## src/sv/swm_pkg.sv

```systemverilog
// Shared types and constants for the sliding window minimum block.
`default_nettype none
package swm_pkg;

  localparam int DATA_W = 32;
  localparam int SUM_W  = 64;
  localparam int WIN_W  = 11;
  localparam int APB_W  = 32;
  localparam int PADDR_W = 2;

  typedef logic signed [DATA_W-1:0] data_t;
  typedef logic signed [SUM_W-1:0]  sum_t;

  localparam data_t INT_MAX = data_t'(32'sh7FFF_FFFF);

  localparam logic [WIN_W-1:0] WIN_RESET = WIN_W'(1);

  localparam logic [PADDR_W-1:0] WINDOW_SIZE_ADDR = PADDR_W'(0);

endpackage
`default_nettype wire

```

## src/sv/swm_min_unit.sv

```systemverilog
// Shared signed minimum unit.
`default_nettype none
module swm_min_unit
  import swm_pkg::*;
(
  input  wire data_t a,
  input  wire data_t b,
  output data_t      y
);

  assign y = (a <= b) ? a : b;

endmodule
`default_nettype wire

```

## config.mk

```make
export PLATFORM = sky130hd
export DESIGN_NAME = swm_min_unit
export DESIGN_NICKNAME = d
export VERILOG_FILES = /design/src/sv/swm_pkg.sv /design/src/sv/swm_min_unit.sv
export SDC_FILE = /design/constraint.sdc
export NUM_CORES = 1
export LEC_CHECK = 0
export ABC_AREA = 0
export BUFFER_PORTS_ARGS = -buffer_cell sky130_fd_sc_hd__buf_4
export CORE_ASPECT_RATIO = 1.4
export CORE_UTILIZATION = 45
export DETAILED_ROUTE_END_ITERATION = 6
export PLACE_DENSITY_LB_ADDON = 0.1
export SYNTH_ARGS = -nofsm -noshare
export SYNTH_HDL_FRONTEND = slang
export SYNTH_SLANG_ARGS = --single-unit
```

## constraint.sdc

```tcl
create_clock -name vclk -period 5.4
set_input_delay 0.81 -clock vclk [all_inputs]
set_output_delay 0.81 -clock vclk [all_outputs]
set_load 0.05 [all_outputs]
```

==> out/results.ini <==
[run_status]
status = complete, no violations

[timing]
finalSetupViolCount = 0
rsz0062_at_grt = no
post-route-min-period_ps = 4150
max_freq_ghz = 0.241
fin_setup_tns_ps = 0
hold_viol = 0
relSlewSlack_pct = 31.2
worst_slack_ps = 1250
holdWs_ps = 2050
worst_pin_slew_ps = 1030
maxSlewViolCount = 0
min_period_over_period_pct = 76.8

[synth]
synthesis.area_sq_um = 2360
yosysTopAreaCellShare_pct = 17.8
netlist_top_cells_area = a311oi_2 (18%), ha_1 (17%), o22a_1 (12%)
synth_seq_area_share_pct = 0
netlist-cell-type-count = 31
netlist_instances = 340
syn_area_per_cell_sq_um = 6.93
yosys_warnings = 0
yosys.area.top_type = a311oi_2
syn-num-nets = 436

[final_layout]
clkbuf_count = 0
final_common_cell = buf_4
seq_cells = 0
fin_cells = 477
antennaDiodeCount = 0
final_nets = 511
fillCellCount = 519
fin_area_sq_um = 3070
layout-drive-gt1-share_pct = 33.9
layout.area.seq_sq_um = 0
layout_common_cells = buf_4 (104), inv_1 (64), nand3_1 (35), nor2_1 (33)
area_growth_pct = 30.4

[pwr]
leakagePower_nw = 1.51
ir_drop_v = 0.000113
p_per_area_nw_per_um2 = 176

[grt]
use_met3_pct = 0.521
grt-ovfl-total = 0
grt_util_met2_pct = 47.6
gr-usage-met1_pct = 27.1
grtUsageTotal_pct = 23.2
grt_max_degree = 97
first_global_vias = 2735
grt_first_pass_wirelength_mm = 11.3
grt.busiest_layer = met2
antenna_found_initial = 0

[clocking]
cts_resized = 0
post_cts_buffers = 0
cts_hold_buffers = 0

[place]
port-buffer-count = 96
gp_congestion = 0.776
place_inst = 477
place_area_sq_um = 3070
dp_hpwl_mm = 4.73
pre_cts_ws_ps = 1240

[floorplanning]
die_area_sq_um = 5540
io_pins = 96
core_sq_um = 4950
die_w_um = 63.2
die_y_um = 87.6
start_util_pct = 47.6
num_rows = 30

[detailed_routing]
drtPass1Iterations = 4
wl_mm = 6.44
drcViolationCount = 0
drt_iter0_markers = 181
ant_nets = 0
avgViaCountPerCell = 5.87
wl_per_cell_um = 13.5
vias = 2802

[critical_path]
cp.required_ps = 4590
cp-start-kind = primary input
startpoint = a[30]
worstSetupPathType = in2out
crit_fanout = 17
arrival_ps = 3340
endpoint = y[0]
worst_setup_path_end_kind = primary output

[min_path]
hold_path_class = in2out

[flow_run]
maxCapViolCount = 0

-- through the flow --
step	power [W]	util, %
final	0.000540	62.0
after global routing	0.000582	62.0
after CTS	0.000543	62.0
after detailed placement	0.000541	62.0
after global placement	0.000535	62.0
after floorplan	0.000396	-
-- worst max-delay path: stages --
cell and delay (ps):
buf_4 130, ha_1 350, nand4_4 150, nor4_2 550
nand3_1 170, nand4_1 150, buf_4 240, o22a_1 180
nor2_1 40, a311oi_1 310, buf_4 260
-- kinds of logic (layout without fill, tap and decap cells) --
logic type | Yosys count | after routing | share of synthesized area, %
AO/OA/AOI/OAI | 119 | 119 | 45.9
buffers and inverters | 95 | 168 | 17.4
AND/OR/NAND/NOR | 94 | 94 | 19.8
adder cells (fa/ha/maj) | 32 | 32 | 17.0
-- how the worst min path moves through the flow --
| stage | from | to | slack (ps) | depth (start not counted) |
|---|---|---|---|---|
| after floorplan | a[22] | y[22] | 1940 | 2 |
| after global placement | a[30] | y[30] | 2040 | 4 |
| after detailed placement | a[30] | y[30] | 2050 | 4 |
| after CTS | a[30] | y[30] | 2050 | 4 |
| after global routing | a[30] | y[30] | 2070 | 4 |
| final | a[30] | y[30] | 2050 | 4 |
-- cell usage after synthesis, drive strengths merged --
| cell | number |
|---|---|
| a311oi | 32 |
| o22a | 32 |
| o22ai | 32 |
| a21boi | 1 |
| nor4 | 1 |
| and4 | 1 |
| inv | 64 |
| a21bo | 1 |
| nor2b | 1 |
| o21ai | 4 |
| a221oi | 2 |
| clkbuf | 17 |
| ha | 32 |
| nand2b | 1 |
| a21oi | 13 |
| o211ai | 2 |
| nor3 | 3 |
| nand3 | 36 |
| nand2 | 8 |
| nand3b | 1 |
| nand4 | 8 |
| nor2 | 33 |
| and3 | 1 |
| buf | 14 |
-- final cells by class --
class,count,area [sq um],area share (%)
Inverter,64,240,7.81
Timing Repair Buffer,104,781,25.4
Tap cell,64,80.1,2.60
Multi-Input combinational cell,245,1970,64.2
-- power breakdown --
part           switching, W  internal (W)  total, W  leakage [nW]
logic              0.000341      0.000199  0.000540          1.51
clock network             0             0         0             0
registers                 0             0         0             0
-- routing by layer --
layer,part of all wire (%),routed length (um),up-vias
li1,-,-,1430
met1,44,2820,1298
met2,52,3320,70
met3,3.9,249,4
met4,0.68,44,0
met5,0,0,-
Note: power is estimated with default switching activity, not from simulation.
